File: src/design/pfwp_pkg.sv
// shared constants and types for the page fetch window planner
package pfwp_pkg;

  // field widths
  localparam int PAGE_W = 24;
  localparam int CNT_W  = 25;
  localparam int SZ_W   = 32;
  localparam int LOG_W  = 48;
  localparam int PROD_W = 56;
  localparam int IDX_W  = 3;
  localparam int DATA_W = 48;

  // configuration register indexes
  localparam logic [IDX_W-1:0] REG_PLAN_VALID        = 3'd0;
  localparam logic [IDX_W-1:0] REG_TOTAL_PAGES       = 3'd1;
  localparam logic [IDX_W-1:0] REG_PAYLOAD_SIZE      = 3'd2;
  localparam logic [IDX_W-1:0] REG_LOGICAL_SIZE      = 3'd3;
  localparam logic [IDX_W-1:0] REG_PREFIX_SIZE       = 3'd4;
  localparam logic [IDX_W-1:0] REG_SUFFIX_SIZE       = 3'd5;
  localparam logic [IDX_W-1:0] REG_FRAME_PREFIX_SIZE = 3'd6;
  localparam logic [IDX_W-1:0] REG_FRAME_SIZE        = 3'd7;

  // queue between front and back
  localparam int QDEPTH = 4;
  localparam int QPTR_W = 2;
  localparam int QCNT_W = 3;
  localparam logic [QCNT_W-1:0] QFULL = 3'd4;

  typedef struct packed {
    logic              plan_valid;
    logic [CNT_W-1:0]  total_pages;
    logic [SZ_W-1:0]   payload_size;
    logic [LOG_W-1:0]  logical_size;
    logic [SZ_W-1:0]   prefix_size;
    logic [SZ_W-1:0]   suffix_size;
    logic [SZ_W-1:0]   frame_prefix_size;
    logic [SZ_W-1:0]   frame_size;
  } cfg_t;

  // classified page as handed from front to back
  typedef struct packed {
    logic             ok_in;
    logic             has_prev;
    logic [LOG_W-1:0] core;
    logic [LOG_W-1:0] pcore;
  } q_t;

endpackage

File: src/design/pfwp_queue.sv
// short queue of classified pages between front and back
module pfwp_queue (
  input  logic          clk,
  input  logic          rst,
  input  logic          push_valid,
  input  pfwp_pkg::q_t  push_data,
  output logic          q_full,
  output logic          head_valid,
  output pfwp_pkg::q_t  head,
  input  logic          pop
);

  pfwp_pkg::q_t                  mem [pfwp_pkg::QDEPTH];
  logic [pfwp_pkg::QPTR_W-1:0]   wr_ptr;
  logic [pfwp_pkg::QPTR_W-1:0]   rd_ptr;
  logic [pfwp_pkg::QCNT_W-1:0]   count;
  logic                          push;

  assign q_full     = count == pfwp_pkg::QFULL;
  assign head_valid = count != '0;
  assign head       = mem[rd_ptr];
  assign push       = push_valid && !q_full;

  // entry storage
  always_ff @(posedge clk) begin
    if (push) begin
      mem[wr_ptr] <= push_data;
    end
  end

  // pointers and fill count
  always_ff @(posedge clk) begin
    if (rst) begin
      wr_ptr <= '0;
      rd_ptr <= '0;
      count  <= '0;
    end else begin
      if (push) begin
        wr_ptr <= wr_ptr + 1'b1;
      end
      if (pop) begin
        rd_ptr <= rd_ptr + 1'b1;
      end
      if (push && !pop) begin
        count <= count + 1'b1;
      end else if (pop && !push) begin
        count <= count - 1'b1;
      end
    end
  end

`ifndef SYNTHESIS
  a_pop_nonempty: assert property (@(posedge clk) disable iff (rst)
    pop |-> head_valid)
    else $error("queue popped while empty");

  a_count_grows: assert property (@(posedge clk) disable iff (rst)
    (push && !pop) |=> count == $past(count) + 1'b1)
    else $error("queue count did not follow a lone push");
`endif

endmodule

File: config.mk
export PLATFORM = sky130hd
export DESIGN_NAME = pfwp_queue
export DESIGN_NICKNAME = d
export VERILOG_FILES = /design/src/design/pfwp_pkg.sv /design/src/design/pfwp_queue.sv
export SDC_FILE = /design/constraint.sdc
export NUM_CORES = 1
export LEC_CHECK = 0
export BUFFER_PORTS_ARGS = -buffer_cell sky130_fd_sc_hd__buf_4
export CAP_MARGIN = 30
export CORE_ASPECT_RATIO = 0.75
export CORE_MARGIN = 2
export CORE_UTILIZATION = 53
export CTS_BUF_LIST = sky130_fd_sc_hd__clkbuf_4 sky130_fd_sc_hd__clkbuf_8
export DETAILED_ROUTE_END_ITERATION = 7
export GPL_ROUTABILITY_DRIVEN = 1
export PLACE_DENSITY = 0.77
export SYNTH_ARGS = -nofsm -noshare
export SYNTH_HDL_FRONTEND = slang
export SYNTH_SLANG_ARGS = --single-unit
export TNS_END_PERCENT = 20
File: constraint.sdc
create_clock -name clk -period 3.2 [get_ports clk]
set_input_delay 0.16 -clock clk [delete_from_list [all_inputs] [get_ports clk]]
set_output_delay 0.16 -clock clk [all_outputs]
set_load 0.05 [all_outputs]
==> impl_metrics.tcl <==
set metrics [dict create \
    status "finished clean" \
    layout-drive-gt1-share_pct 43.16 \
    slew-limit-headroom_pct 55.81 \
    sw_frac_of_total_pct 27.65 \
    hold_buffers 102 \
    crit_required_ns 3.04 \
    synth_area_leaders "edfxtp_1, mux4_2, dfxtp_1, ha_1, buf_2" \
    wire_per_inst_um 21.75 \
    dp_hpwl_mm 16.93 \
    ioPinCount 202 \
    start_util_pct 53.99 \
    syn2layout_area_growth_pct 28.83 \
    drv_slew 0 \
    synth_xor_area_share_pct 0.2403 \
    p_comb_share_pct 20.3 \
    fin_crit_ns 2.537 \
    dieArea_um2 28860 \
    synthFlopType "edfxtp_1" \
    max_freq_mhz 394.2 \
    syn_area_um2 14580 \
    ys_types 23 \
    maxCapViolations 0 \
    io_buffers 201 \
    synthCells 560 \
    yosysMostFrequentCell "edfxtp_1" \
    cts_resized 0 \
    synth-seq-cells 401 \
    dieHeight_um 147.6 \
    grt_usage_pct 19.96 \
    synth_top_family_by_area "multiplexers" \
    grt_max_degree 55 \
    finalWirelength_mm 28.48 \
    r2r-start "count[0]$_SDFFE_PP0P_" \
    end_kind "primary output" \
    path_clk_slew_ns 0.06 \
    grt_pass1_vias 7773 \
    muxShareOfSynthArea_pct 15.28 \
    post_cts_buffers 0 \
    p_seq_share_pct 49.0 \
    clkPwrFrac_pct 30.7 \
    clock-sinks 401 \
    synthSimpleGateAreaFrac_pct 0.6179 \
    cts.htree.levels 2 \
    rsz0062_at_grt "false" \
    setup_viol_count_final 0 \
    clock_path_buffers 3 \
    overflow 0 \
    yosysTopAreaCell "edfxtp_1" \
    power_density_nw_per_um2 693.5 \
    synth_compound_area_share_pct 0.1373 \
    root_buffer "clkbuf_8" \
    floorplan.core_area_um2 27000 \
    cts_tree "done" \
    grt_pass1_wl_mm 43.50 \
    fin_cells 1309 \
    die_w_um 195.5 \
    p_leak_uw 0.006466 \
    vias_per_cell 5.454 \
    fin_crit_sh_pct 79.28 \
    reg2regPathDepth 8 \
    synth_nets 668 \
    numCtsBuffers 57 \
    net-switching-power_uw 3602 \
    multi_input_area_um2 2465 \
    n_fill_cell 1595 \
    crit_fanout 38 \
    worstSetupPathType "reg2out" \
    gp_congestion 0.7619 \
    setup_ws_ns 0.6632 \
    pre_cts_slack_ns 0.8471 \
    seqCellArea_um2 11960 \
    syn_avg_cell_area_um2 26.03 \
    fin_util_pct 69.56 \
    worstPathArrival_ns 2.38 \
    drt_iter0_drc 389 \
    timing_hold_violations_final 0 \
    drt_pre_antenna_iters 5 \
    synthAdderAreaFrac_pct 0.5664 \
    cp-start-kind "register" \
    worstSkewPairLatency_ns 0.58 \
    cellInternalPower_uw 9424 \
    drc 0 \
    antenna_found_initial 1 \
    nNetsFinal 1024 \
    skew_ns 0.01342 \
    num_rows 52 \
    antenna_left 0 \
    synthArstFlopShare_pct 0 \
    yosysSeqAreaShare_pct 81.98 \
    synth_top_area_share_pct 80.74 \
    synthTopCellsByCount "edfxtp_1, mux4_2, buf_2, dfxtp_1, clkbuf_1" \
    place_inst 1106 \
    holdPathStages 2 \
    dr_total_vias 7139 \
    hp-start "push_data[2]" \
    worst_slew_pin_slew_ns 0.6629 \
    synth_edf_count 392 \
    min_path_type "in2reg" \
    ys_warn_count 0 \
    ir_drop_mv 0.5006 \
]
==> routing by layer <==
| metal | wire, µm | track usage [%] | vias up |
|---|---|---|---|
| met5 | 0 | 0 | - |
| met4 | 486 | 5.267 | 0 |
| met3 | 2224 | 5.407 | 43 |
| met2 | 13940 | 32.61 | 277 |
| met1 | 11820 | 27.17 | 3699 |
| li1 | - | - | 3120 |
==> worst paths after layout <==
kind                                               to  slack [ns]
worst max-delay path                         head[83]        0.66
worst min-delay path              mem[0][2]$_DFFE_PP_        0.32
worst max register to register  count[2]$_SDFFE_PP0P_        0.77
worst min register to register  count[2]$_SDFFE_PP0P_        0.52
==> layout by cell type, fill, tap and decap left out, types with 2 or more instances in the layout <==
cell	count
mux4_2	98
and2_4	4
clkbuf_4	18
clkinv_1	9
nand2b_1	2
xor2_1	3
inv_1	5
nor2_1	6
dfxtp_1	7
or3_1	3
o21ai_0	2
clkbuf_8	62
dfxtp_4	2
buf_12	7
dlygate4sd3_1	102
clkinv_2	8
edfxtp_1	392
mux2i_1	2
ha_1	5
bufinv_16	3
a21oi_1	2
buf_4	211
==> state kept, by name, summed over array words and instances, names as in the netlist, named ones only <==
register / cells
mem: 392
rd_ptr: 2
count: 3
wr_ptr: 2
==> critical path, cell delays in order, from the launching register on <==
cell and delay (ns):
dfxtp_4 0.59, buf_12 0.35, mux4_2 0.59, buf_4 0.22
==> per-stage QoR <==
stage,instance area (µm²),total power [µW],hold slack [ns],setup TNS [ns]
floorplan,14580,8202,0.2589,-202.72
global placement,16610,8968,0.3595,0
detailed placement,16610,9046,0.3647,0
CTS,18780,13140,0.2815,0
global route,18780,13490,0.2895,0
finish,18780,13030,0.3204,0
==> kinds of logic after synthesis <==
group	count (synthesis)
muxes	100
xor gates and xnor gates	4
DFF	401
buffers and inverters	28
adders and majority gates	6
AOI/OAI and AO/OA	4
and+or+nand+nor	17
==> layout make-up <==
class,count,area share [%]
diodes,1,0.01332
repair buffers,320,14.62
flip-flops and latches,401,63.67
multi-input cells,131,13.12
inverters,5,0.09993
clock buffers,80,5.263
clock inverters,20,0.8727
well taps,351,2.338
==> power groups by stage <==
stage / registers [µW] / logic [µW] / clock network, µW
4_1_cts: 6390 / 2670 / 4090
3_3_place_gp: 6460 / 2510 / 0
6_report: 6380 / 2640 / 4000
5_1_grt: 6420 / 2760 / 4320
3_5_place_dp: 6500 / 2550 / 0
2_1_floorplan: 6450 / 1750 / 0
Note: power is estimated with default switching activity, not from simulation.
