<file path="src/design/pfwp_pkg.sv">
// shared constants and types for the page fetch window planner
package pfwp_pkg;

  // field widths
  localparam int PAGE_W = 24;
  localparam int CNT_W  = 25;
  localparam int SZ_W   = 32;
  localparam int LOG_W  = 48;
  localparam int PROD_W = 56;
  localparam int IDX_W  = 3;
  localparam int DATA_W = 48;

  // configuration register indexes
  localparam logic [IDX_W-1:0] REG_PLAN_VALID        = 3'd0;
  localparam logic [IDX_W-1:0] REG_TOTAL_PAGES       = 3'd1;
  localparam logic [IDX_W-1:0] REG_PAYLOAD_SIZE      = 3'd2;
  localparam logic [IDX_W-1:0] REG_LOGICAL_SIZE      = 3'd3;
  localparam logic [IDX_W-1:0] REG_PREFIX_SIZE       = 3'd4;
  localparam logic [IDX_W-1:0] REG_SUFFIX_SIZE       = 3'd5;
  localparam logic [IDX_W-1:0] REG_FRAME_PREFIX_SIZE = 3'd6;
  localparam logic [IDX_W-1:0] REG_FRAME_SIZE        = 3'd7;

  // queue between front and back
  localparam int QDEPTH = 4;
  localparam int QPTR_W = 2;
  localparam int QCNT_W = 3;
  localparam logic [QCNT_W-1:0] QFULL = 3'd4;

  typedef struct packed {
    logic              plan_valid;
    logic [CNT_W-1:0]  total_pages;
    logic [SZ_W-1:0]   payload_size;
    logic [LOG_W-1:0]  logical_size;
    logic [SZ_W-1:0]   prefix_size;
    logic [SZ_W-1:0]   suffix_size;
    logic [SZ_W-1:0]   frame_prefix_size;
    logic [SZ_W-1:0]   frame_size;
  } cfg_t;

  // classified page as handed from front to back
  typedef struct packed {
    logic             ok_in;
    logic             has_prev;
    logic [LOG_W-1:0] core;
    logic [LOG_W-1:0] pcore;
  } q_t;

endpackage

</file>
<file path="src/design/pfwp_front.sv">
// front end: accepts page indexes, forms the core start and classifies the page
module pfwp_front (
  input  logic                          clk,
  input  logic                          rst,
  input  pfwp_pkg::cfg_t                cfg,
  input  logic                          in_valid,
  output logic                          in_stall,
  input  logic [pfwp_pkg::PAGE_W-1:0]   page_index,
  output logic                          push_valid,
  input  logic                          q_full,
  output pfwp_pkg::q_t                  push_data
);

  logic                          v1;
  logic                          v2;
  logic [pfwp_pkg::PROD_W-1:0]   prod1;
  logic                          pok1;
  logic                          nz1;
  pfwp_pkg::q_t                  q2;
  logic                          f1_ready;
  logic                          f2_ready;

  // stage advance
  always_comb begin
    f2_ready = !v2 || !q_full;
    f1_ready = !v1 || f2_ready;
  end

  assign in_stall   = !f1_ready;
  assign push_valid = v2;
  assign push_data  = q2;

  // stage valid flags
  always_ff @(posedge clk) begin
    if (rst) begin
      v1 <= 1'b0;
      v2 <= 1'b0;
    end else begin
      if (f1_ready) begin
        v1 <= in_valid;
      end
      if (f2_ready) begin
        v2 <= v1;
      end
    end
  end

  // stage one: core start product and page range check
  always_ff @(posedge clk) begin
    if (f1_ready) begin
      prod1 <= {32'b0, page_index} * {24'b0, cfg.payload_size};
      pok1  <= cfg.plan_valid && ({1'b0, page_index} < cfg.total_pages);
      nz1   <= page_index != '0;
    end
  end

  // stage two: core start against logical end, previous page core start
  always_ff @(posedge clk) begin
    if (f2_ready) begin
      q2.ok_in    <= pok1 && (prod1 < {8'b0, cfg.logical_size});
      q2.has_prev <= nz1;
      q2.core     <= prod1[pfwp_pkg::LOG_W-1:0];
      q2.pcore    <= prod1[pfwp_pkg::LOG_W-1:0] - {16'b0, cfg.payload_size};
    end
  end

endmodule

</file>
<file path="config.mk">
export PLATFORM = sky130hd
export DESIGN_NAME = pfwp_front
export DESIGN_NICKNAME = d
export VERILOG_FILES = /design/src/design/pfwp_pkg.sv /design/src/design/pfwp_front.sv
export SDC_FILE = /design/constraint.sdc
export NUM_CORES = 2
export LEC_CHECK = 0
export BUFFER_PORTS_ARGS = -buffer_cell sky130_fd_sc_hd__buf_2
export CORE_ASPECT_RATIO = 0.75
export CORE_UTILIZATION = 46
export DETAILED_ROUTE_END_ITERATION = 8
export GPL_ROUTABILITY_DRIVEN = 0
export PLACE_DENSITY = 0.73
export SKIP_CTS_REPAIR_TIMING = 1
export SLEW_MARGIN = 20
export SYNTH_ARGS = -nofsm -noshare
export SYNTH_HDL_FRONTEND = slang
export SYNTH_SLANG_ARGS = --single-unit
</file>
<file path="constraint.sdc">
create_clock -name clk -period 8.9 [get_ports clk]
set_input_delay 2.225 -clock clk [delete_from_list [all_inputs] [get_ports clk]]
set_output_delay 2.225 -clock clk [all_outputs]
set_load 0.03 [all_outputs]
</file>
==> results.sh <==
export IMPL_status="finished with violations"
export IMPL_violations="design-rule violations"
export IMPL_crit_end="prod1[52]$_DFFE_PN_"
export IMPL_vias=25800
export IMPL_startpoint="page_index[6]"
export IMPL_dieArea_sq_um=74600
export IMPL_fin_nets=5202
export IMPL_cp_max_fo=16
export IMPL_hold_viol=0
export IMPL_routed_wl_mm=88.4
export IMPL_clk_latency_ns=0.45
export IMPL_first_pass_iters=8
export IMPL_clkTransAtPathRegs_ns=0.07
export IMPL_async_flop_share_pct=0
export IMPL_holdWs_ns=0.420
export IMPL_cts_tree="built"
export IMPL_clock_path_buffers=2
export IMPL_slew_viol_final=0
export IMPL_start_util_pct=46.8
export IMPL_viasPerCell=5.19
export IMPL_fin_area_sq_um=38600
export IMPL_placementRows=85
export IMPL_area_delta_synth_final_pct=14.2
export IMPL_seq_area_frac_synth_pct=14.0
export IMPL_grt_pass1_wl_mm=145
export IMPL_cts_buffers=17
export IMPL_fin_setup_tns_ns=0
export IMPL_final_common_cell="inv_1"
export IMPL_root_buffer="clkbuf_16"
export IMPL_dpl_cell_area_sq_um=37900
export IMPL_ys_seq_elements=158
export IMPL_rr_endpoint="push_data[45]$_DFFE_PP_"
export IMPL_critPathKind="primary input to flop"
export IMPL_clkSinkCount=158
export IMPL_final_cell_mix="inv_1 (835), fa_1 (659), nand2_1 (446), and2_1 (399), ha_1 (284)"
export IMPL_post_route_period_util_pct=97.0
export IMPL_worst_pin_slew_ns=0.913
export IMPL_synth_warnings=0
export IMPL_portBuffers=233
export IMPL_antenna_found_initial=3
export IMPL_hp_class="flop to flop"
export IMPL_r2r_slack_ns=5.29
export IMPL_endpoint_kind="flop"
export IMPL_drc=20
export IMPL_skew_ns=0.0205
export IMPL_cts_max_level=4
export IMPL_synth_cells=3629
export IMPL_fp_dieH_um=237
export IMPL_worstSetupStartpointType="primary input"
export IMPL_synth_main_ff_cell="edfxtp_1"
export IMPL_period_minus_slack_ns=8.63
export IMPL_wl_per_cell_um=17.8
export IMPL_cp_arrival_ns=8.80
export IMPL_drt_iter0_markers=1726
export IMPL_grt_pass1_vias=27400
export IMPL_antenna_left=0
export IMPL_required_ns=9.07
export IMPL_rr_startpoint="prod1[1]$_DFFE_PN_"
export IMPL_setup_viol=0
export IMPL_fmax_mhz=116
export IMPL_dp_hpwl_mm=74.2
export IMPL_ioPinCount=362
export IMPL_synth_distinct_cells=64
export IMPL_synth_fp_nets=4834
export IMPL_synth_edf_count=156
export IMPL_drive_gt1_share_pct=14.6
export IMPL_drv_cap=0
export IMPL_grt_usage_pct=24.9
export IMPL_slew_headroom_pct=39.1
export IMPL_grt_max_degree=71
export IMPL_worstRegToRegCells=10
export IMPL_grt_overflow_total=0
export IMPL_insertedDiodeCount=0
export IMPL_fp_dieW_um=315
export IMPL_core_sq_um=72200
export IMPL_netlist_area_sq_um=33800
export IMPL_synth_area_per_cell_sq_um=9.31
[state kept, by name (all words and copies together) (netlist names)]
register and flops:
push_data 98, prod1 56, nz1 1, pok1 1
push_valid 1, v1 1
[stage by stage]
step           utilization, %  std cells  worst slack, ns
3_5_place_dp             52.4       4935           -0.428
6_report                 53.4       4967            0.266
5_1_grt                  53.4       4967          -0.0474
3_3_place_gp             52.4       4935           -0.355
4_1_cts                  53.3       4967          -0.0239
2_1_floorplan               -       3629            0.412
[final cells by class]
type | count | area [sq um]
Clock inverter | 14 | 193
Clock buffer | 18 | 429
Sequential cell | 158 | 4720
Timing Repair Buffer | 524 | 3550
Multi-Input combinational cell | 2461 | 25300
Inverter | 835 | 3130
Tap cell | 957 | 1200
Fill cell | 6415 | 33600
[worst max-delay path, stage by stage]
cell      delay, ns
clkbuf_4       0.25
buf_4          0.23
and2_1         0.18
fa_1           0.46
fa_1           0.56
inv_1          0.06
fa_1           0.47
inv_1          0.05
fa_1           0.44
fa_1           0.49
fa_1           0.54
inv_1          0.05
fa_1           0.49
inv_1          0.05
ha_1           0.35
and4_1         0.19
buf_4          0.15
o211ai_2       0.07
nand3_2        0.14
o31ai_4        0.32
a31oi_1        0.15
buf_4          0.18
a311o_1        0.36
a211oi_2       0.22
xnor2_1        0.12
[synthesized netlist by cell type, drive strengths merged (2+ instances only)]
cell / instances / area, sq um
and2: 399 / 2500
nor3: 20 / 105
o41ai: 2 / 17.5
nor2: 52 / 195
or4: 5 / 37.5
clkbuf: 166 / 627
o21ai: 71 / 355
nand2: 447 / 1680
a21o: 64 / 480
o211ai: 14 / 110
a21oi: 118 / 594
a41oi: 3 / 33.8
a2111oi: 5 / 43.8
nor4: 18 / 113
o31ai: 6 / 72.6
o21a: 7 / 52.6
o21bai: 15 / 113
nor2b: 20 / 125
a31oi: 13 / 81.3
buf: 9 / 43.8
dfxtp: 2 / 40.0
o211a: 3 / 30.0
fa: 659 / 13200
xnor2: 62 / 543
nand3: 30 / 155
nand4: 26 / 163
a211o: 2 / 17.5
o31a: 3 / 26.3
a211oi: 12 / 100
edfxtp: 156 / 4680
ha: 284 / 3550
xor2: 31 / 272
and4: 5 / 43.8
or2: 2 / 12.5
nand2b: 15 / 93.8
inv: 835 / 3130
a21boi: 2 / 18.8
a31o: 2 / 17.5
and3: 23 / 144
or3: 6 / 37.5
a221oi: 3 / 26.3
[worst min-delay path by stage]
| stage | startpoint | endpoint | slack (ns) | depth (start not counted) |
|---|---|---|---|---|
| 3_3_place_gp | nz1$_DFFE_PN_ | push_data[96]$_DFFE_PP_ | 0.40 | 0 |
| 6_report | nz1$_DFFE_PN_ | push_data[96]$_DFFE_PP_ | 0.42 | 0 |
| 4_1_cts | nz1$_DFFE_PN_ | push_data[96]$_DFFE_PP_ | 0.42 | 0 |
| 3_5_place_dp | nz1$_DFFE_PN_ | push_data[96]$_DFFE_PP_ | 0.41 | 0 |
| 2_1_floorplan | nz1$_DFFE_PN_ | push_data[96]$_DFFE_PP_ | 0.40 | 0 |
| 5_1_grt | nz1$_DFFE_PN_ | push_data[96]$_DFFE_PP_ | 0.42 | 0 |
[cells by family (layout without fill, tap and decap cells)]
| logic type | after synthesis | in the layout | share of synthesized area [%] |
|---|---|---|---|
| adders and majority gates | 943 | 943 | 49.6 |
| DFF | 158 | 158 | 14.0 |
| AOI/OAI and AO/OA | 355 | 355 | 6.77 |
| buffers and inverters | 1010 | 1391 | 11.3 |
| xor gates and xnor gates | 93 | 93 | 2.41 |
| and+or+nand+nor | 1070 | 1070 | 16.0 |
[per-layer routing]
layer	routed length [um]	GRT usage, %
met5	11	0
met4	2560	6.99
met3	5810	3.96
met2	42300	41.5
met1	37700	33.5
Power is left out: the tool's default activity adds up to more than one toggle a clock period on the data nets, which glitch-free logic cannot reach.
