===== src/design/pfwp_pkg.sv =====
// shared constants and types for the page fetch window planner
package pfwp_pkg;

  // field widths
  localparam int PAGE_W = 24;
  localparam int CNT_W  = 25;
  localparam int SZ_W   = 32;
  localparam int LOG_W  = 48;
  localparam int PROD_W = 56;
  localparam int IDX_W  = 3;
  localparam int DATA_W = 48;

  // configuration register indexes
  localparam logic [IDX_W-1:0] REG_PLAN_VALID        = 3'd0;
  localparam logic [IDX_W-1:0] REG_TOTAL_PAGES       = 3'd1;
  localparam logic [IDX_W-1:0] REG_PAYLOAD_SIZE      = 3'd2;
  localparam logic [IDX_W-1:0] REG_LOGICAL_SIZE      = 3'd3;
  localparam logic [IDX_W-1:0] REG_PREFIX_SIZE       = 3'd4;
  localparam logic [IDX_W-1:0] REG_SUFFIX_SIZE       = 3'd5;
  localparam logic [IDX_W-1:0] REG_FRAME_PREFIX_SIZE = 3'd6;
  localparam logic [IDX_W-1:0] REG_FRAME_SIZE        = 3'd7;

  // queue between front and back
  localparam int QDEPTH = 4;
  localparam int QPTR_W = 2;
  localparam int QCNT_W = 3;
  localparam logic [QCNT_W-1:0] QFULL = 3'd4;

  typedef struct packed {
    logic              plan_valid;
    logic [CNT_W-1:0]  total_pages;
    logic [SZ_W-1:0]   payload_size;
    logic [LOG_W-1:0]  logical_size;
    logic [SZ_W-1:0]   prefix_size;
    logic [SZ_W-1:0]   suffix_size;
    logic [SZ_W-1:0]   frame_prefix_size;
    logic [SZ_W-1:0]   frame_size;
  } cfg_t;

  // classified page as handed from front to back
  typedef struct packed {
    logic             ok_in;
    logic             has_prev;
    logic [LOG_W-1:0] core;
    logic [LOG_W-1:0] pcore;
  } q_t;

endpackage


===== src/design/pfwp_back.sv =====
// back end: window planning for the page and the page before, overlap and tail
module pfwp_back (
  input  logic                          clk,
  input  logic                          rst,
  input  pfwp_pkg::cfg_t                cfg,
  input  logic                          head_valid,
  input  pfwp_pkg::q_t                  head,
  output logic                          pop,
  output logic                          out_valid,
  input  logic                          out_stall,
  output logic [pfwp_pkg::SZ_W-1:0]     core_bytes,
  output logic                          window_ok,
  output logic [pfwp_pkg::LOG_W-1:0]    window_offset,
  output logic [pfwp_pkg::SZ_W-1:0]     window_bytes,
  output logic [pfwp_pkg::SZ_W-1:0]     window_frame_offset,
  output logic                          reuse_ok,
  output logic [pfwp_pkg::SZ_W-1:0]     reuse_frame_offset,
  output logic [pfwp_pkg::SZ_W-1:0]     reuse_bytes,
  output logic [pfwp_pkg::LOG_W-1:0]    tail_offset,
  output logic [pfwp_pkg::SZ_W-1:0]     tail_frame_offset,
  output logic [pfwp_pkg::SZ_W-1:0]     tail_bytes
);

  // one window under construction
  typedef struct packed {
    logic        ok_in;
    logic [47:0] core;
    logic [31:0] pre;
    logic [47:0] cend;
    logic [47:0] start;
    logic [47:0] avail;
    logic        pre_bad;
    logic [31:0] tgt;
    logic [47:0] wend;
    logic        tgt_bad;
    logic [31:0] fs_rem;
    logic        ok;
    logic [31:0] len;
  } win_t;

  // one page in flight
  typedef struct packed {
    win_t        cur;
    win_t        prv;
    logic        has_prev;
    logic [31:0] core_bytes;
    logic        overlap;
    logic [47:0] rend;
    logic [47:0] dstart;
    logic [47:0] n;
    logic [48:0] src;
    logic [47:0] rb;
  } back_t;

  // prefix clip and core end clip
  function automatic win_t win_s1(input win_t wi, input pfwp_pkg::cfg_t c);
    win_t        w;
    logic [48:0] sum;
    w      = wi;
    w.pre  = (w.core < {16'b0, c.prefix_size}) ? w.core[31:0] : c.prefix_size;
    sum    = {1'b0, w.core} + {17'b0, c.payload_size};
    w.cend = (sum > {1'b0, c.logical_size}) ? c.logical_size : sum[47:0];
    return w;
  endfunction

  // window start, room after the core, frame target
  function automatic win_t win_s2(input win_t wi, input pfwp_pkg::cfg_t c);
    win_t        w;
    logic [32:0] dif;
    w         = wi;
    w.start   = w.core - {16'b0, w.pre};
    w.avail   = c.logical_size - w.cend;
    dif       = {1'b0, c.frame_prefix_size} - {1'b0, w.pre};
    w.pre_bad = dif[32];
    w.tgt     = dif[31:0];
    return w;
  endfunction

  // suffix clip and window end, frame room after the target
  function automatic win_t win_s3(input win_t wi, input pfwp_pkg::cfg_t c);
    win_t        w;
    logic [47:0] suf;
    w         = wi;
    suf       = ({16'b0, c.suffix_size} < w.avail) ? {16'b0, c.suffix_size} : w.avail;
    w.wend    = w.cend + suf;
    w.tgt_bad = w.tgt > c.frame_size;
    w.fs_rem  = c.frame_size - w.tgt;
    return w;
  endfunction

  // window length and fit in the frame
  function automatic win_t win_s4(input win_t wi);
    win_t        w;
    logic [48:0] dif;
    w     = wi;
    dif   = {1'b0, w.wend} - {1'b0, w.start};
    w.ok  = w.ok_in && !w.pre_bad && !w.tgt_bad && (w.wend > w.start) &&
            (dif <= {17'b0, w.fs_rem});
    w.len = dif[31:0];
    return w;
  endfunction

  function automatic back_t stg1(input pfwp_pkg::q_t h, input pfwp_pkg::cfg_t c);
    back_t       b;
    logic [47:0] rest;
    b              = '0;
    b.has_prev     = h.has_prev;
    b.cur.ok_in    = h.ok_in;
    b.cur.core     = h.core;
    b.prv.ok_in    = h.ok_in && h.has_prev;
    b.prv.core     = h.pcore;
    rest           = c.logical_size - h.core;
    if (!h.ok_in) begin
      b.core_bytes = '0;
    end else if ({16'b0, c.payload_size} < rest) begin
      b.core_bytes = c.payload_size;
    end else begin
      b.core_bytes = rest[31:0];
    end
    b.cur          = win_s1(b.cur, c);
    b.prv          = win_s1(b.prv, c);
    return b;
  endfunction

  // both windows through the start and target step
  function automatic back_t stg2(input back_t bi, input pfwp_pkg::cfg_t c);
    back_t b;
    b     = bi;
    b.cur = win_s2(bi.cur, c);
    b.prv = win_s2(bi.prv, c);
    return b;
  endfunction

  // both windows through the suffix step
  function automatic back_t stg3(input back_t bi, input pfwp_pkg::cfg_t c);
    back_t b;
    b     = bi;
    b.cur = win_s3(bi.cur, c);
    b.prv = win_s3(bi.prv, c);
    return b;
  endfunction

  // both windows through the fit step
  function automatic back_t stg4(input back_t bi);
    back_t b;
    b     = bi;
    b.cur = win_s4(bi.cur);
    b.prv = win_s4(bi.prv);
    return b;
  endfunction

  // overlap of the current window with the previous one
  function automatic back_t stg5(input back_t bi);
    back_t b;
    b         = bi;
    b.overlap = (b.cur.start >= b.prv.start) && (b.cur.start < b.prv.wend);
    b.rend    = (b.prv.wend < b.cur.wend) ? b.prv.wend : b.cur.wend;
    b.dstart  = b.cur.start - b.prv.start;
    return b;
  endfunction

  // copied length, source position in the prior frame, tail length
  function automatic back_t stg6(input back_t bi);
    back_t b;
    b     = bi;
    b.n   = b.rend - b.cur.start;
    b.src = {17'b0, b.prv.tgt} + {1'b0, b.dstart};
    b.rb  = b.cur.wend - b.rend;
    return b;
  endfunction

  back_t       s1;
  back_t       s2;
  back_t       s3;
  back_t       s4;
  back_t       s5;
  back_t       s6;
  logic [6:0]  v;
  logic [6:0]  rdy;
  logic [49:0] src_end;
  logic        src_fit;
  logic        reuse_ok_next;

  // ready chain back from the output register
  always_comb begin
    rdy[6] = !v[6] || !out_stall;
    rdy[5] = !v[5] || rdy[6];
    rdy[4] = !v[4] || rdy[5];
    rdy[3] = !v[3] || rdy[4];
    rdy[2] = !v[2] || rdy[3];
    rdy[1] = !v[1] || rdy[2];
    rdy[0] = !v[0] || rdy[1];
  end

  assign pop       = head_valid && rdy[0];
  assign out_valid = v[6];

  // stage valid flags
  always_ff @(posedge clk) begin
    if (rst) begin
      v <= '0;
    end else begin
      if (rdy[0]) v[0] <= head_valid;
      if (rdy[1]) v[1] <= v[0];
      if (rdy[2]) v[2] <= v[1];
      if (rdy[3]) v[3] <= v[2];
      if (rdy[4]) v[4] <= v[3];
      if (rdy[5]) v[5] <= v[4];
      if (rdy[6]) v[6] <= v[5];
    end
  end

  // planning stages
  always_ff @(posedge clk) begin
    if (rdy[0]) begin
      s1 <= stg1(head, cfg);
    end
    if (rdy[1]) begin
      s2 <= stg2(s1, cfg);
    end
    if (rdy[2]) begin
      s3 <= stg3(s2, cfg);
    end
    if (rdy[3]) begin
      s4 <= stg4(s3);
    end
    if (rdy[4]) begin
      s5 <= stg5(s4);
    end
    if (rdy[5]) begin
      s6 <= stg6(s5);
    end
  end

  // the copy must end inside the prior frame; the tail always fits when the window does
  always_comb begin
    src_end       = {1'b0, s6.src} + {2'b0, s6.n};
    src_fit       = src_end <= {18'b0, cfg.frame_size};
    reuse_ok_next = s6.cur.ok && s6.has_prev && s6.prv.ok && s6.overlap && src_fit;
  end

  // output register
  always_ff @(posedge clk) begin
    if (rdy[6]) begin
      core_bytes          <= s6.core_bytes;
      window_ok           <= s6.cur.ok;
      window_offset       <= s6.cur.ok ? s6.cur.start : '0;
      window_bytes        <= s6.cur.ok ? s6.cur.len : '0;
      window_frame_offset <= s6.cur.ok ? s6.cur.tgt : '0;
      reuse_ok            <= reuse_ok_next;
      reuse_frame_offset  <= reuse_ok_next ? s6.src[31:0] : '0;
      reuse_bytes         <= reuse_ok_next ? s6.n[31:0] : '0;
      tail_offset         <= reuse_ok_next ? s6.rend : '0;
      tail_frame_offset   <= reuse_ok_next ? (s6.cur.tgt + s6.n[31:0]) : '0;
      tail_bytes          <= reuse_ok_next ? s6.rb[31:0] : '0;
    end
  end

`ifndef SYNTHESIS
  a_reuse_splits_window: assert property (@(posedge clk) disable iff (rst)
    (out_valid && reuse_ok) |->
      (window_ok && (window_bytes == reuse_bytes + tail_bytes)))
    else $error("copy and tail do not make up the window");

  a_no_window_clear: assert property (@(posedge clk) disable iff (rst)
    (out_valid && !window_ok) |->
      (window_bytes == '0 && window_offset == '0 && !reuse_ok))
    else $error("rejected window carries data");
`endif

endmodule


===== config.mk =====
export PLATFORM = sky130hd
export DESIGN_NAME = pfwp_back
export DESIGN_NICKNAME = d
export VERILOG_FILES = /design/src/design/pfwp_pkg.sv /design/src/design/pfwp_back.sv
export SDC_FILE = /design/constraint.sdc
export NUM_CORES = 2
export LEC_CHECK = 0
export BUFFER_PORTS_ARGS = -buffer_cell sky130_fd_sc_hd__buf_2
export CORE_AREA = 2 2 767 387
export DETAILED_ROUTE_END_ITERATION = 10
export DIE_AREA = 0 0 769 389
export PLACE_DENSITY = 0.68
export REMOVE_ABC_BUFFERS = 1
export SYNTH_ARGS = -nofsm -noshare
export SYNTH_HDL_FRONTEND = slang
export SYNTH_SLANG_ARGS = --single-unit

===== constraint.sdc =====
create_clock -name clk -period 17.92 [get_ports clk]
set_input_delay 3.584 -clock clk [delete_from_list [all_inputs] [get_ports clk]]
set_output_delay 3.584 -clock clk [all_outputs]
set_load 0.005 [all_outputs]

==> results.ini <==
[outcome]
outcome=completed

[sta]
max_freq_mhz=96.2
rsz0062_at_grt=no
fin_worst_skew_ns=0.105
timing_hold_violations_final=0
period_share=0.580
totalNegativeSetupSlack_ns=0
timing_worst_slew_pin_value_ns=1.12
slew_violations=0
finalSetupViolations=0
final_period_minus_worst_setup_slack_ns=10.40
max-slew-margin-rel=0.253

[setup_path]
cp_top_family=compound AO/OA/AOI/OAI gates
crit-reg2reg-capture=s4[679]
cpMaxStageDelayCell=a21oi_2
critical_path.startpoint_type=primary input
worst_path_largest_cell_delay_ns=0.59
critPathRequiredTime_ns=18.52
cp_num_buf_inv=5
worstReg2RegStart=s3[715]
critPathKind=in -> reg
count_of_cells_along_the_worst_register_to_register_path=20
critPathArrivalTime_ns=11.00
setup.worst_path.end_class=register
crit_fanout=51
r2r_setup_slack_ns=9.94

[place]
routabilityCongestion=0.990
placed_cell_area_um2=139000
dp.final_hpwl_um=351000
port-buffer-count=633

[clock_tree]
count_of_hold_buffers_inserted_by_post_cts_repair=0
htree_levels=4
cts.sink_count=2324
postCtsSetupBuffers=0
cts_root_buffer=clkbuf_16
register_clock_pin_slew_on_the_reported_worst_setup_and_hold_paths_ns=0.07
clock_latency_on_the_worst_skew_pair_ns=0.94
post_cts_resize_count=0
ctsLongestPathBuffers=4
tritoncts.num_buffers=217
tritoncts=built

[detailed_routing]
first_pass_iters=6
drt_drc_violations_left=0
number_of_nets_still_failing_antenna_checks_after_routing=0
via_to_cell_ratio=5.79
wire_per_inst_um=26.8
route.vias.total=93586
postRouteWirelength_um=433000
drt_iter0_drc=12653

[floorplan]
floorplan.die.width_um=769
floorplan.initialDensity=0.448
die_h_um=389
i_o_pins=660
fp-row-count=141
die_area_um2=299000
core_region_area_um2=293000

[min_path]
worst_min_delay_path_endpoint=s3[482]
min_path_type=reg -> reg
min_delay_path_depth=0
min-delay-start=s2[482]

[cells_and_area]
multi_input_comb_area_um2=57000
design.final.nets=13613
fillCellCount=26010
areaGrowthSynthToFinish_pct=11.7
layout.area.seq_um2=69700
final_layout_size_suffix_gt1_frac=0.104
stdcell_area_um2=147000

[grt]
first_global_vias=85433
grt_antenna_before_repair=183
grt_max_degree=144
grt-ovfl-total=0
grt_pass1_wl_um=606000
grt_util_all_layers=0.281

[logic_synthesis]
post_synth_inst_count=11235
synth.yosys.warnings=0
ys_seq_area_frac=0.531
post_synthesis_instance_area_um2=131000
dominantRegCellSynth=edfxtp_1
post_synth_num_cell_types=92
synth_enable_flop_cells=2317
synth.ff_latch_count=2324
fraction_of_registers_with_async_set_reset=0
postSynthAreaPerCell_um2=11.7

[power]
combinationalPowerShare=0.403
maximum_vdd_drop_v=0.000101
p_sw_mw=9.14
cellPowerDensity_nw_per_um2=159
static_leakage_nw=64.8
sequentialPowerShare=0.388
power.switching_fraction=0.392
cell_internal_pwr_mw=14.2
power_frac_clock=0.209

[flow_run]
maxCapViolations=0

per-layer routing:
| metal | global-route usage | part of all wire | vias to the layer above |
|---|---|---|---|
| met3 | 0.0759 | 0.13 | 586 |
| li1 | - | - | 43155 |
| met4 | 0.0589 | 0.021 | 72 |
| met1 | 0.473 | 0.49 | 45171 |
| met5 | 0 | 0.0010 | - |
| met2 | 0.347 | 0.36 | 4602 |
Yosys cell counts (157+ instances only):
cell / count / share of area
nand2_1: 511 / 0.015
edfxtp_1: 2317 / 0.53
a21o_1: 541 / 0.031
nand4_1: 193 / 0.0092
nor2b_1: 157 / 0.0075
xnor2_1: 511 / 0.034
mux2_2: 174 / 0.015
nor2_1: 560 / 0.016
nand2b_1: 161 / 0.0077
a21oi_1: 858 / 0.033
ha_1: 1265 / 0.12
xor2_1: 242 / 0.016
o21ai_0: 495 / 0.019
nand3_1: 183 / 0.0070
inv_1: 1063 / 0.030
and2_1: 333 / 0.016
flip-flops by register name, indices dropped and copies added, names as in the netlist, 7 cells and up:
signal,count
s2,389
s4,323
window_bytes,32
v,7
window_offset,48
s5,308
s1,291
window_frame_offset,32
tail_offset,48
tail_frame_offset,32
s6,325
s3,359
reuse_frame_offset,32
tail_bytes,32
reuse_bytes,32
core_bytes,32
cells in the final DEF (no fill, tap or decap), drive strengths merged, types with 134 or more instances in the layout:
cell type,instances
edfxtp,2317
ha,1265
inv,1076
a21oi,859
buf,686
nor2,560
a21o,541
xnor2,511
nand2,511
o21ai,506
and2,334
clkbuf,244
xor2,242
nand4,193
nand3,183
mux2,175
nand2b,161
nor2b,157
nor3,141
o21a,134
through the flow:
stage                     std cells  total power [mW]  worst slack [ns]  utilization  hold WS, ns
after floorplan               11086              14.8            -0.663            -        0.400
after global placement        15704              18.2              6.78        0.475        0.400
after detailed placement      15704              18.2              6.78        0.475        0.405
after CTS                     16095              23.1              7.66        0.500        0.317
after global routing          16131              24.6              7.04        0.500        0.344
final                         16157              23.3              7.52        0.500        0.322
worst max-delay path by stage:
| stage | start | endpoint | slack, ns | depth (start not counted) |
|---|---|---|---|---|
| finish | head[1] | s1[538] | 7.52 | 28 |
| global placement | head[1] | s1[522] | 6.78 | 27 |
| global route | head[1] | s1[541] | 7.04 | 28 |
| floorplan | out_stall | pop | -0.66 | 4 |
| detailed placement | head[1] | s1[527] | 6.78 | 28 |
| CTS | head[1] | s1[538] | 7.66 | 28 |
power by group through the flow:
stage | sequential (mW) | combinational [mW] | clock [mW]
finish | 9.05 | 9.40 | 4.88
global route | 9.11 | 10.4 | 5.15
CTS | 8.96 | 9.24 | 4.95
detailed placement | 9.07 | 9.18 | 0
global placement | 9.05 | 9.15 | 0
floorplan | 8.21 | 6.62 | 0
kinds of logic after synthesis:
group / after synthesis / share of synthesized area
flip-flops: 2324 / 0.531
AO/OA/AOI/OAI: 2750 / 0.134
XOR/XNOR: 753 / 0.0502
adder cells (fa/ha/maj): 1286 / 0.124
AND/OR/NAND/NOR: 2605 / 0.102
other: 1 / 0.0000286
multiplexers: 274 / 0.0226
buffers and inverters: 1242 / 0.0363
cell type report:
cell class              instances  area share
clock inverters               147      0.0118
clock buffers                 244      0.0378
flip-flops and latches       2324       0.475
well taps                    3932      0.0335
diodes                         62     0.00106
inverters                    1064      0.0273
repair buffers                686      0.0246
multi-input cells            7698       0.389
(Power assumes the default switching activity.)
